File: src/rtl/core/assert_macros.svh
// ---------------------------------------------------------------------------
// assert_macros.svh
// Assertion helpers shared by the RTL; all checks sample on i_clk and are
// held off while i_rst_n is low.
// ---------------------------------------------------------------------------
`ifndef ASSERT_MACROS_SVH
`define ASSERT_MACROS_SVH

// Condition that holds at every sampled edge.
`define ASSERT_ALWAYS(label, cond, msg) \
    label: assert property (@(posedge i_clk) disable iff (!i_rst_n) (cond)) \
        else $error(msg);

// Same-cycle implication.
`define ASSERT_IMPL(label, ante, cons, msg) \
    label: assert property (@(posedge i_clk) disable iff (!i_rst_n) \
        (ante) |-> (cons)) else $error(msg);

`endif

File: src/rtl/core/tcfo_pkg.sv
// ---------------------------------------------------------------------------
// tcfo_pkg
// Types and codes shared by the two-class FIFO block.
// ---------------------------------------------------------------------------
package tcfo_pkg;

    localparam int ID_WIDTH = 32;

    localparam logic OP_ARRIVE = 1'b0;
    localparam logic OP_REMOVE = 1'b1;

    localparam logic [1:0] WANT_ANY = 2'd0;
    localparam logic [1:0] WANT_A   = 2'd1;
    localparam logic [1:0] WANT_B   = 2'd2;

    typedef enum logic [1:0] {
        ST_REMOVED = 2'd0,
        ST_STORED  = 2'd1,
        ST_DROPPED = 2'd2,
        ST_NOMATCH = 2'd3
    } t_status;

    typedef enum logic {
        S_IDLE,
        S_DECIDE
    } t_state;

    // per-queue commands from the sequencer
    typedef struct packed {
        logic rd;
        logic push;
        logic pop;
    } t_q_ctrl;

    // per-queue fill flags back to the sequencer
    typedef struct packed {
        logic empty;
        logic full;
    } t_q_flags;

endpackage

File: src/rtl/core/two_class_fifo_oldest_dequeue.sv
// ---------------------------------------------------------------------------
// two_class_fifo_oldest_dequeue
// Two FIFOs of signed ids (class A: id >= 0, class B: id < 0) with removal
// by class or oldest-first across both, using wrapping arrival tags.
// ---------------------------------------------------------------------------
// Every input beat gives exactly one output beat. An arrival pushes its id,
// tagged with the running arrival sequence, into its class queue (status
// stored), or is dropped when that queue is full (status dropped, sequence
// unchanged). A removal pops class A, class B, or with "any" the head whose
// tag is older: B wins when (tagB - tagA) has its top bit set, so a tie goes
// to A. An empty class, both queues empty, or selector 3 gives no match and
// leaves the state alone. removed_id is zero unless status is removed.
// Steps: a read step issues the head reads of both queue RAMs on the
// accepting edge, and a decide step decides and writes back; the input is
// stalled meanwhile, so no new beat is taken until the item is written
// back. A finished result sits in the output register while the next beat
// is accepted and its heads are read; the decide step waits only if that
// register is still held by a stall. Queue RAMs need no clearing pass.
// ---------------------------------------------------------------------------
`include "assert_macros.svh"

module two_class_fifo_oldest_dequeue #(
    parameter int QUEUE_DEPTH = 16,
    parameter int SEQ_WIDTH   = 16
) (
    input  logic                                 i_clk,
    input  logic                                 i_rst_n,
    // input channel
    input  logic                                 i_in_valid,
    output logic                                 o_in_stall,
    input  logic                                 i_opcode,
    input  logic signed [tcfo_pkg::ID_WIDTH-1:0] i_item_id,
    input  logic [1:0]                           i_want_class,
    // result channel
    output logic                                 o_out_valid,
    input  logic                                 i_out_stall,
    output logic [1:0]                           o_status,
    output logic signed [tcfo_pkg::ID_WIDTH-1:0] o_removed_id
);
    import tcfo_pkg::*;

    // sequencer
    t_state  r_state;
    t_state  n_state;
    logic    w_accept;
    logic    w_out_free;
    logic    w_commit;

    // captured beat
    logic                       r_op;
    logic signed [ID_WIDTH-1:0] r_id;
    logic [1:0]                 r_want;

    // arrival tag counter
    logic [SEQ_WIDTH-1:0] r_seq;

    // queue interfaces
    t_q_ctrl               w_ctrl_a;
    t_q_ctrl               w_ctrl_b;
    t_q_flags              w_flags_a;
    t_q_flags              w_flags_b;
    logic [ID_WIDTH-1:0]   w_head_id_a;
    logic [ID_WIDTH-1:0]   w_head_id_b;
    logic [SEQ_WIDTH-1:0]  w_head_seq_a;
    logic [SEQ_WIDTH-1:0]  w_head_seq_b;
    logic [SEQ_WIDTH-1:0]  w_age_diff;

    // decision
    logic                 w_pick_a;
    logic                 w_pick_b;
    logic                 w_store;
    t_status              w_status;
    logic [ID_WIDTH-1:0]  w_removed;
    logic [3:0]           w_queue_ops;

    // output register
    logic                       r_out_valid;
    t_status                    r_status;
    logic signed [ID_WIDTH-1:0] r_removed_id;

    assign w_out_free = !r_out_valid || !i_out_stall;
    assign w_accept   = i_in_valid && (r_state == S_IDLE);
    assign o_in_stall = (r_state != S_IDLE);

    always_ff @(posedge i_clk) begin
        if (w_accept) begin
            r_op   <= i_opcode;
            r_id   <= i_item_id;
            r_want <= i_want_class;
        end
    end

    // B is older when tagB - tagA (mod 2^SEQ_WIDTH) is negative
    assign w_age_diff = w_head_seq_b - w_head_seq_a;

    // decide: arrival store/drop, or which head to pop
    always_comb begin
        w_pick_a  = 1'b0;
        w_pick_b  = 1'b0;
        w_store   = 1'b0;
        w_status  = ST_NOMATCH;
        w_removed = '0;
        if (r_op == OP_ARRIVE) begin
            if (r_id[ID_WIDTH-1] ? w_flags_b.full : w_flags_a.full) begin
                w_status = ST_DROPPED;
            end else begin
                w_store  = 1'b1;
                w_status = ST_STORED;
            end
        end else begin
            case (r_want)
                WANT_A: begin
                    w_pick_a = !w_flags_a.empty;
                end
                WANT_B: begin
                    w_pick_b = !w_flags_b.empty;
                end
                WANT_ANY: begin
                    if (!w_flags_a.empty && !w_flags_b.empty) begin
                        w_pick_b = w_age_diff[SEQ_WIDTH-1];
                        w_pick_a = !w_age_diff[SEQ_WIDTH-1];
                    end else begin
                        w_pick_a = !w_flags_a.empty;
                        w_pick_b = !w_flags_b.empty;
                    end
                end
                default: begin
                    // selector 3: no match
                end
            endcase
            if (w_pick_a) begin
                w_status  = ST_REMOVED;
                w_removed = w_head_id_a;
            end else if (w_pick_b) begin
                w_status  = ST_REMOVED;
                w_removed = w_head_id_b;
            end
        end
    end

    // sequencer: next state and queue commands
    always_comb begin
        n_state       = r_state;
        w_commit      = 1'b0;
        w_ctrl_a      = '0;
        w_ctrl_b      = '0;
        w_ctrl_a.rd   = w_accept;
        w_ctrl_b.rd   = w_accept;
        case (r_state)
            S_IDLE: begin
                if (w_accept) begin
                    n_state = S_DECIDE;
                end
            end
            S_DECIDE: begin
                if (w_out_free) begin
                    w_commit      = 1'b1;
                    n_state       = S_IDLE;
                    w_ctrl_a.push = w_store && !r_id[ID_WIDTH-1];
                    w_ctrl_b.push = w_store && r_id[ID_WIDTH-1];
                    w_ctrl_a.pop  = w_pick_a;
                    w_ctrl_b.pop  = w_pick_b;
                end
            end
            default: begin
                n_state = S_IDLE;
            end
        endcase
    end

    always_ff @(posedge i_clk) begin
        if (!i_rst_n) begin
            r_state <= S_IDLE;
        end else begin
            r_state <= n_state;
        end
    end

    // tag advances only on a stored arrival
    always_ff @(posedge i_clk) begin
        if (!i_rst_n) begin
            r_seq <= '0;
        end else if (w_commit && w_store) begin
            r_seq <= r_seq + 1'b1;
        end
    end

    always_ff @(posedge i_clk) begin
        if (!i_rst_n) begin
            r_out_valid <= 1'b0;
        end else if (w_commit) begin
            r_out_valid <= 1'b1;
        end else if (!i_out_stall) begin
            r_out_valid <= 1'b0;
        end
    end

    always_ff @(posedge i_clk) begin
        if (w_commit) begin
            r_status     <= w_status;
            r_removed_id <= w_removed;
        end
    end

    assign o_out_valid  = r_out_valid;
    assign o_status     = r_status;
    assign o_removed_id = r_removed_id;

    tcfo_queue #(
        .QUEUE_DEPTH (QUEUE_DEPTH),
        .SEQ_WIDTH   (SEQ_WIDTH)
    ) u_queue_a (
        .i_clk      (i_clk),
        .i_rst_n    (i_rst_n),
        .i_ctrl     (w_ctrl_a),
        .i_wr_id    (r_id),
        .i_wr_seq   (r_seq),
        .o_head_id  (w_head_id_a),
        .o_head_seq (w_head_seq_a),
        .o_flags    (w_flags_a)
    );

    tcfo_queue #(
        .QUEUE_DEPTH (QUEUE_DEPTH),
        .SEQ_WIDTH   (SEQ_WIDTH)
    ) u_queue_b (
        .i_clk      (i_clk),
        .i_rst_n    (i_rst_n),
        .i_ctrl     (w_ctrl_b),
        .i_wr_id    (r_id),
        .i_wr_seq   (r_seq),
        .o_head_id  (w_head_id_b),
        .o_head_seq (w_head_seq_b),
        .o_flags    (w_flags_b)
    );

    assign w_queue_ops = {w_ctrl_a.push, w_ctrl_a.pop, w_ctrl_b.push, w_ctrl_b.pop};

    // never pop an empty queue or push a full one
    `ASSERT_ALWAYS(a_pop_a_ok, !(w_ctrl_a.pop && w_flags_a.empty), "pop on empty A")
    `ASSERT_ALWAYS(a_pop_b_ok, !(w_ctrl_b.pop && w_flags_b.empty), "pop on empty B")
    `ASSERT_ALWAYS(a_push_a_ok, !(w_ctrl_a.push && w_flags_a.full), "push on full A")
    `ASSERT_ALWAYS(a_push_b_ok, !(w_ctrl_b.push && w_flags_b.full), "push on full B")
    // at most one queue changes per item
    `ASSERT_ALWAYS(a_one_op, $onehot0(w_queue_ops), "more than one queue op")
    // a removed id is reported only with the removed status
    `ASSERT_IMPL(a_id_zero, o_out_valid && o_status != ST_REMOVED, o_removed_id == '0, "stray id")

endmodule

File: src/rtl/core/tcfo_queue.sv
// ---------------------------------------------------------------------------
// tcfo_queue
// One circular queue: entry RAM (id + arrival tag), head pointer and fill
// count. Head entry is read on request into a register.
// ---------------------------------------------------------------------------
module tcfo_queue #(
    parameter int QUEUE_DEPTH = 16,
    parameter int SEQ_WIDTH   = 16
) (
    input  logic                          i_clk,
    input  logic                          i_rst_n,
    input  tcfo_pkg::t_q_ctrl             i_ctrl,
    input  logic [tcfo_pkg::ID_WIDTH-1:0] i_wr_id,
    input  logic [SEQ_WIDTH-1:0]          i_wr_seq,
    output logic [tcfo_pkg::ID_WIDTH-1:0] o_head_id,
    output logic [SEQ_WIDTH-1:0]          o_head_seq,
    output tcfo_pkg::t_q_flags            o_flags
);
    import tcfo_pkg::*;

    localparam int AW = $clog2(QUEUE_DEPTH);
    localparam int CW = $clog2(QUEUE_DEPTH + 1);
    localparam int PW = $clog2(2 * QUEUE_DEPTH);
    localparam int EW = ID_WIDTH + SEQ_WIDTH;

    logic [EW-1:0] r_mem [QUEUE_DEPTH];
    logic [EW-1:0] r_rd_data;
    logic [AW-1:0] r_head;
    logic [AW-1:0] n_head;
    logic [CW-1:0] r_count;
    logic [CW-1:0] n_count;
    logic [PW-1:0] w_sum;
    logic [AW-1:0] w_tail;

    // tail = (head + count) mod depth; the sum stays below twice the depth
    assign w_sum  = PW'(r_head) + PW'(r_count);
    assign w_tail = (w_sum >= PW'(QUEUE_DEPTH)) ? AW'(w_sum - PW'(QUEUE_DEPTH))
                                                : AW'(w_sum);

    always_comb begin
        n_head  = r_head;
        n_count = r_count;
        if (i_ctrl.pop) begin
            n_head  = (r_head == AW'(QUEUE_DEPTH - 1)) ? '0 : r_head + 1'b1;
            n_count = r_count - 1'b1;
        end else if (i_ctrl.push) begin
            n_count = r_count + 1'b1;
        end
    end

    always_ff @(posedge i_clk) begin
        if (!i_rst_n) begin
            r_head  <= '0;
            r_count <= '0;
        end else begin
            r_head  <= n_head;
            r_count <= n_count;
        end
    end

    always_ff @(posedge i_clk) begin
        if (i_ctrl.push) begin
            r_mem[w_tail] <= {i_wr_id, i_wr_seq};
        end
    end

    always_ff @(posedge i_clk) begin
        if (i_ctrl.rd) begin
            r_rd_data <= r_mem[r_head];
        end
    end

    assign o_head_id     = r_rd_data[EW-1:SEQ_WIDTH];
    assign o_head_seq    = r_rd_data[SEQ_WIDTH-1:0];
    assign o_flags.empty = (r_count == '0);
    assign o_flags.full  = (r_count == CW'(QUEUE_DEPTH));

endmodule
File: config.mk
export PLATFORM = sky130hd
export DESIGN_NAME = two_class_fifo_oldest_dequeue
export DESIGN_NICKNAME = d
export VERILOG_FILES = /design/src/rtl/core/tcfo_pkg.sv /design/src/rtl/core/two_class_fifo_oldest_dequeue.sv /design/src/rtl/core/tcfo_queue.sv
export VERILOG_INCLUDE_DIRS = /design/src /design/src/rtl/core
export SDC_FILE = /design/constraint.sdc
export NUM_CORES = 2
export LEC_CHECK = 0
export BUFFER_PORTS_ARGS = -buffer_cell sky130_fd_sc_hd__buf_2
export CAP_MARGIN = 10
export CORE_UTILIZATION = 62
export CTS_CLUSTER_SIZE = 28
export DETAILED_ROUTE_END_ITERATION = 8
export GPL_ROUTABILITY_DRIVEN = 1
export PLACE_DENSITY = 0.88
export SYNTH_ARGS = -nofsm -noshare
export SYNTH_HDL_FRONTEND = slang
export SYNTH_HIERARCHICAL = 1
export SYNTH_SLANG_ARGS = --single-unit
File: constraint.sdc
create_clock -name i_clk -period 9.3 [get_ports i_clk]
set_input_delay 1.395 -clock i_clk [delete_from_list [all_inputs] [get_ports i_clk]]
set_output_delay 1.395 -clock i_clk [all_outputs]
set_load 0.03 [all_outputs]
# Word-level counts from Yosys, hierarchy flattened
# Memories as Yosys holds them, arrays and structs flattened. A register that Yosys moved wholly into a read port is not among the register bits.
# Cells that the tools add are included.
# totals
elab_cells	93
output_inout_bits	36
mem_count	2
regBits	105
in_bits	39
ramBits	1536
# memory_table
memory	words	word_bits	read_ports	rd_ports_with_merged_regs	write_ports	line_no	source
u_queue_a.r_mem	16	48	1	1	1	tcfo_queue.sv:26	logic [EW-1:0] r_mem [QUEUE_DEPTH];
u_queue_b.r_mem	16	48	1	1	1	tcfo_queue.sv:26	
# op_classes
n_reduce_logical	17
n_eq_ne	7
order_cmp	2
n_addsub	12
muxes	40
bitwise	1
# ops
operator	n
two-way mux 32 bit	2
two-way mux 5 bit	4
two-way mux 1 bit	19
adder 16 x 1 -> 16 bit (second input constant)	1
two-way mux 2 bit	8
two-way mux 4 bit	4
subtractor 16 bit	1
adder 4 x 5 -> 5 bit	2
adder 5 x 1 -> 5 bit (second input constant)	2
equality test 5 bit (second input constant)	2
>= comparator 5 bit (second input constant)	2
zero test 5 bit	2
subtractor 5 x 1 -> 5 bit (second input constant)	2
adder 4 x 1 -> 4 bit (second input constant)	2
equality test 4 bit (second input constant)	2
subtractor 4 x 1 -> 4 bit (second input constant)	2
zero test 1 bit	6
one-hot mux 1 bit (2 select lines)	3
logical AND 1 bit	5
nonzero test 2 bit	2
equality test 2 x 1 -> 1 bit (second input constant)	1
equality test 2 bit (second input constant)	1
zero test 2 bit	1
!= test 2 x 1 -> 1 bit (second input constant)	1
other kinds (2)	2

# Depth between registers and ports, before layout
# logic_depth
word_depth	11
ltp_mapped	14
depth_no_buf	13

# By module
# The synthesis kept the hierarchy.
# modules_own_cells
mod	cells_each	instances	seq_area_each_um2	area_per_inst_um2
tcfo_queue (u_queue_b)	1321	1	24683.7	30920.9
tcfo_queue (u_queue_a)	1321	1	24683.7	30919.7
two_class_fifo_oldest_dequeue	263	1	2432.3	3732.3

# Least setup slack after synthesis
# OpenSTA, ideal clock, no wires.
# synth_timing
path_type	input -> register
from	input port i_in_valid
to	register r_id[0], enable pin
arrival_ps	7071
setup_time_ps	635
required_ps	8665
n_path_buf	0
stages	1
setup_slack_ps	1593
cell_sequence	nor2b_1
# synth_between
elab_chain_len	1
# synth_rtl
element	line_no	source
from (decl)	two_class_fifo_oldest_dequeue.sv:29	input logic i_in_valid,
logical AND 1 bit	two_class_fifo_oldest_dequeue.sv:82	assign w_accept = i_in_valid && (r_state == S_IDLE);
to (signal assigned)	two_class_fifo_oldest_dequeue.sv:88	r_id <= i_item_id;
to (decl)	two_class_fifo_oldest_dequeue.sv:51	logic signed [ID_WIDTH-1:0] r_id;
# Every way passes these cells.
# A chain may end at the register's enable or synchronous reset.

==> results.md <==
* Startpoint types: input port
* Initial Util at 62.91%
* Final TNS setup at 0 ps
* Sequential cell area at 0.05182 mm²
* Tcrit/Tclk final at 51.61%
* Worst hold path type: reg -> reg
* Dpl cell area at 0.06774 mm²
* Pin count of the biggest net entering global routing at 135
* Syn Area/Cell at 22.57 µm²
* Inserted Clock Buffers at 160
* H-Tree Depth at 4
* Share of the yosys chip area belonging to registers at 79.00%
* First-pass iteration count of the detailed router at 8
* Most common cell after layout, fill and taps aside: edfxtp_1
* CTS root buffer: clkbuf_16
* Global-route wire length before repair at 243.9 mm
* Sink Count at 1737
* Worst Max-Slew Pin Slew at 1339 ps
* Most frequent cells in the layout: edfxtp_1, mux4_2, a22oi_1
* Clock latency on the worst-skew pair at 810 ps
* Overflow after GRT at 0
* Syn nets at 2977
* I/O pins at 75
* Global Route Usage Sum at 32.68%
* R2R Setup Slk at 4740 ps
* Max-slew headroom at 10.72%
* Detailed Place HPWL at 87.27 mm
* Post-CTS Setup Bufs at 0
* Dpl ws at 3882 ps
* Clock power share at 42.0%
* CP Data Required Time at 9720 ps
* Final Util at 70.49%
* Fin. Hold Viols at 0
* Sequential Power Share at 55.9%
* Logic pwr share at 2.1%
* Switching power total at 0.003288 W
* Die area at 0.1071 mm²
* Final ANT Viol Nets at 0
* Num rows at 118
* Status: finished, final reports clean
* Die Height at 327.2 µm
* IO buf count at 74
* Clock slew at reported path FFs at 70 ps
* Routability cong. at 0.8688
* Worst Setup Slack, final at 4500 ps
* Warnings from Yosys at 6
* Design area at 0.07348 mm²
* Worst Path Max Fanout at 40
* WL final at 174.9 mm
* Crit Path Class: in -> reg
* CP Capture Type: flop
* Lkg Pwr at 22.34 nW
* CTS resizes at 0
* EDFF count, synth at 1701
* Clk buf depth at 3
* Fin crit period at 4800 ps
* Die width at 327.2 µm
* Cell variety after synth at 54
* Antenna violations before repair at 11
* Synth Flop Type: edfxtp_1
* Share of cells above drive strength 1 at 25.79%
* DRT iter0 DRCs at 6174
* DR vias at 33983
* Core Area at 0.1042 mm²
* Multi-input logic area at 0.01318 mm²
* Pwr per Cell Area at 211.8 mW/mm²
* Drt wl/cell at 37.93 µm
* Nets at 3166
* Layout Skew at 55.22 ps
* Cts hold-fix bufs at 0
* Maximum clock frequency at 208.3 MHz
* Vias per std cell at 7.370
* Peak supply drop at 0.0002101 V
* Vias in the first global route at 33372
* Final setup fails at 0
* Internal power at 0.01228 W
* Cell area after synthesis at 0.06557 mm²
* Slew Limit Fails at 0
* Drt drc at 0
* RSZ-0062 raised after global routing: no
* Switching share of power at 21.12%
* Cells after synthesis at 2905
* CTS tree: built
* Filler instances at 5587
* Area delta synth->final at 12.06%
* Post-synth ARST share at 0%
* Max_cap viols at 0
* Yosys reg bits at 1737
* Crit path DAT at 5220 ps
## stage by stage
| stage | instances | power (W) | hold WS, ps |
|---|---|---|---|
| detailed placement | 4288 | 0.009149 | 527.5 |
| finish | 4611 | 0.01557 | 538.1 |
| global placement | 4288 | 0.009122 | 534.2 |
| global route | 4606 | 0.01589 | 563.9 |
| floorplan | 2905 | 0.008993 | 511.9 |
| CTS | 4582 | 0.01555 | 535.3 |
## layout make-up
cell class	count	share of cell area, %
clock inverters	100	1.255
well taps	1380	2.350
inverters	18	0.09195
multi-input cells	1005	17.93
clock buffers	194	5.692
diodes	5	0.01703
flip-flops and latches	1737	70.52
repair buffers	172	2.142
## state kept, by name, summed over array words and instances (netlist names), 5 cells and up
signal	cells
u_queue_a/r_mem	768
r_id	32
u_queue_b/r_count	5
u_queue_b/r_rd_data	48
u_queue_b/r_mem	768
o_removed_id	32
u_queue_a/r_count	5
u_queue_a/r_rd_data	48
r_seq	16
## synthesized netlist by cell type (all sizes together) (5+ instances only)
master,instances,area [µm²]
edfxtp,1701,51080
mux4,384,8648
a22oi,192,1441
nand2,115,431.7
buf,76,570.5
clkbuf,69,259.0
nor2,55,206.5
dfxtp,36,720.7
a22o,32,280.3
ha,29,362.9
and2,22,137.6
inv,18,67.56
a21oi,16,80.08
nor2b,15,93.84
xnor2,15,131.4
xor2,14,122.6
o21ai,13,65.06
mux2i,11,110.1
nand3,11,55.05
a21o,10,82.57
nand4,8,56.30
nand3b,6,45.04
and4,5,43.79
nand2b,5,31.28
or4,5,41.29
## worst paths after layout
kind / cells after the start / end / start
worst min register to register: 1 / o_removed_id[25] / u_queue_a/r_rd_data[41]
worst max-delay path: 8 / u_queue_a/r_mem[14][41] / i_out_stall
worst max register to register: 7 / u_queue_a/r_mem[14][41] / o_in_stall
worst min-delay path: 1 / o_removed_id[25] / u_queue_a/r_rd_data[41]
## worst max-delay path: stages
cell	delay (ps)
buf_2	120
a21boi_4	130
buf_4	530
nor3b_4	630
nor2b_1	690
nand3b_1	550
nor2_4	440
buf_4	620
## power by group through the flow
stage               sequential (W)  clock [W]  combinational [W]
floorplan                  0.00888          0           0.000115
global placement           0.00889          0           0.000232
detailed placement         0.00890          0           0.000244
CTS                        0.00874    0.00655           0.000252
global route               0.00870    0.00684           0.000342
finish                     0.00870    0.00653           0.000332
## cell families after synthesis
family,share of synthesized area (%)
buf+inv,1.368
mux,13.37
flops,79.00
compound gates,3.177
xor+xnor,0.3874
fa+ha+maj,0.6755
simple gates,2.023
## per-layer routing
layer	global-route usage (%)	routed length (µm)	vias to the layer above
met5	0	34	-
li1	-	-	12638
met1	44.63	57960	17280
met3	6.389	22400	568
met2	53.16	86330	3491
met4	12.33	8183	6
No activity file was read; power rests on OpenSTA's default activity.
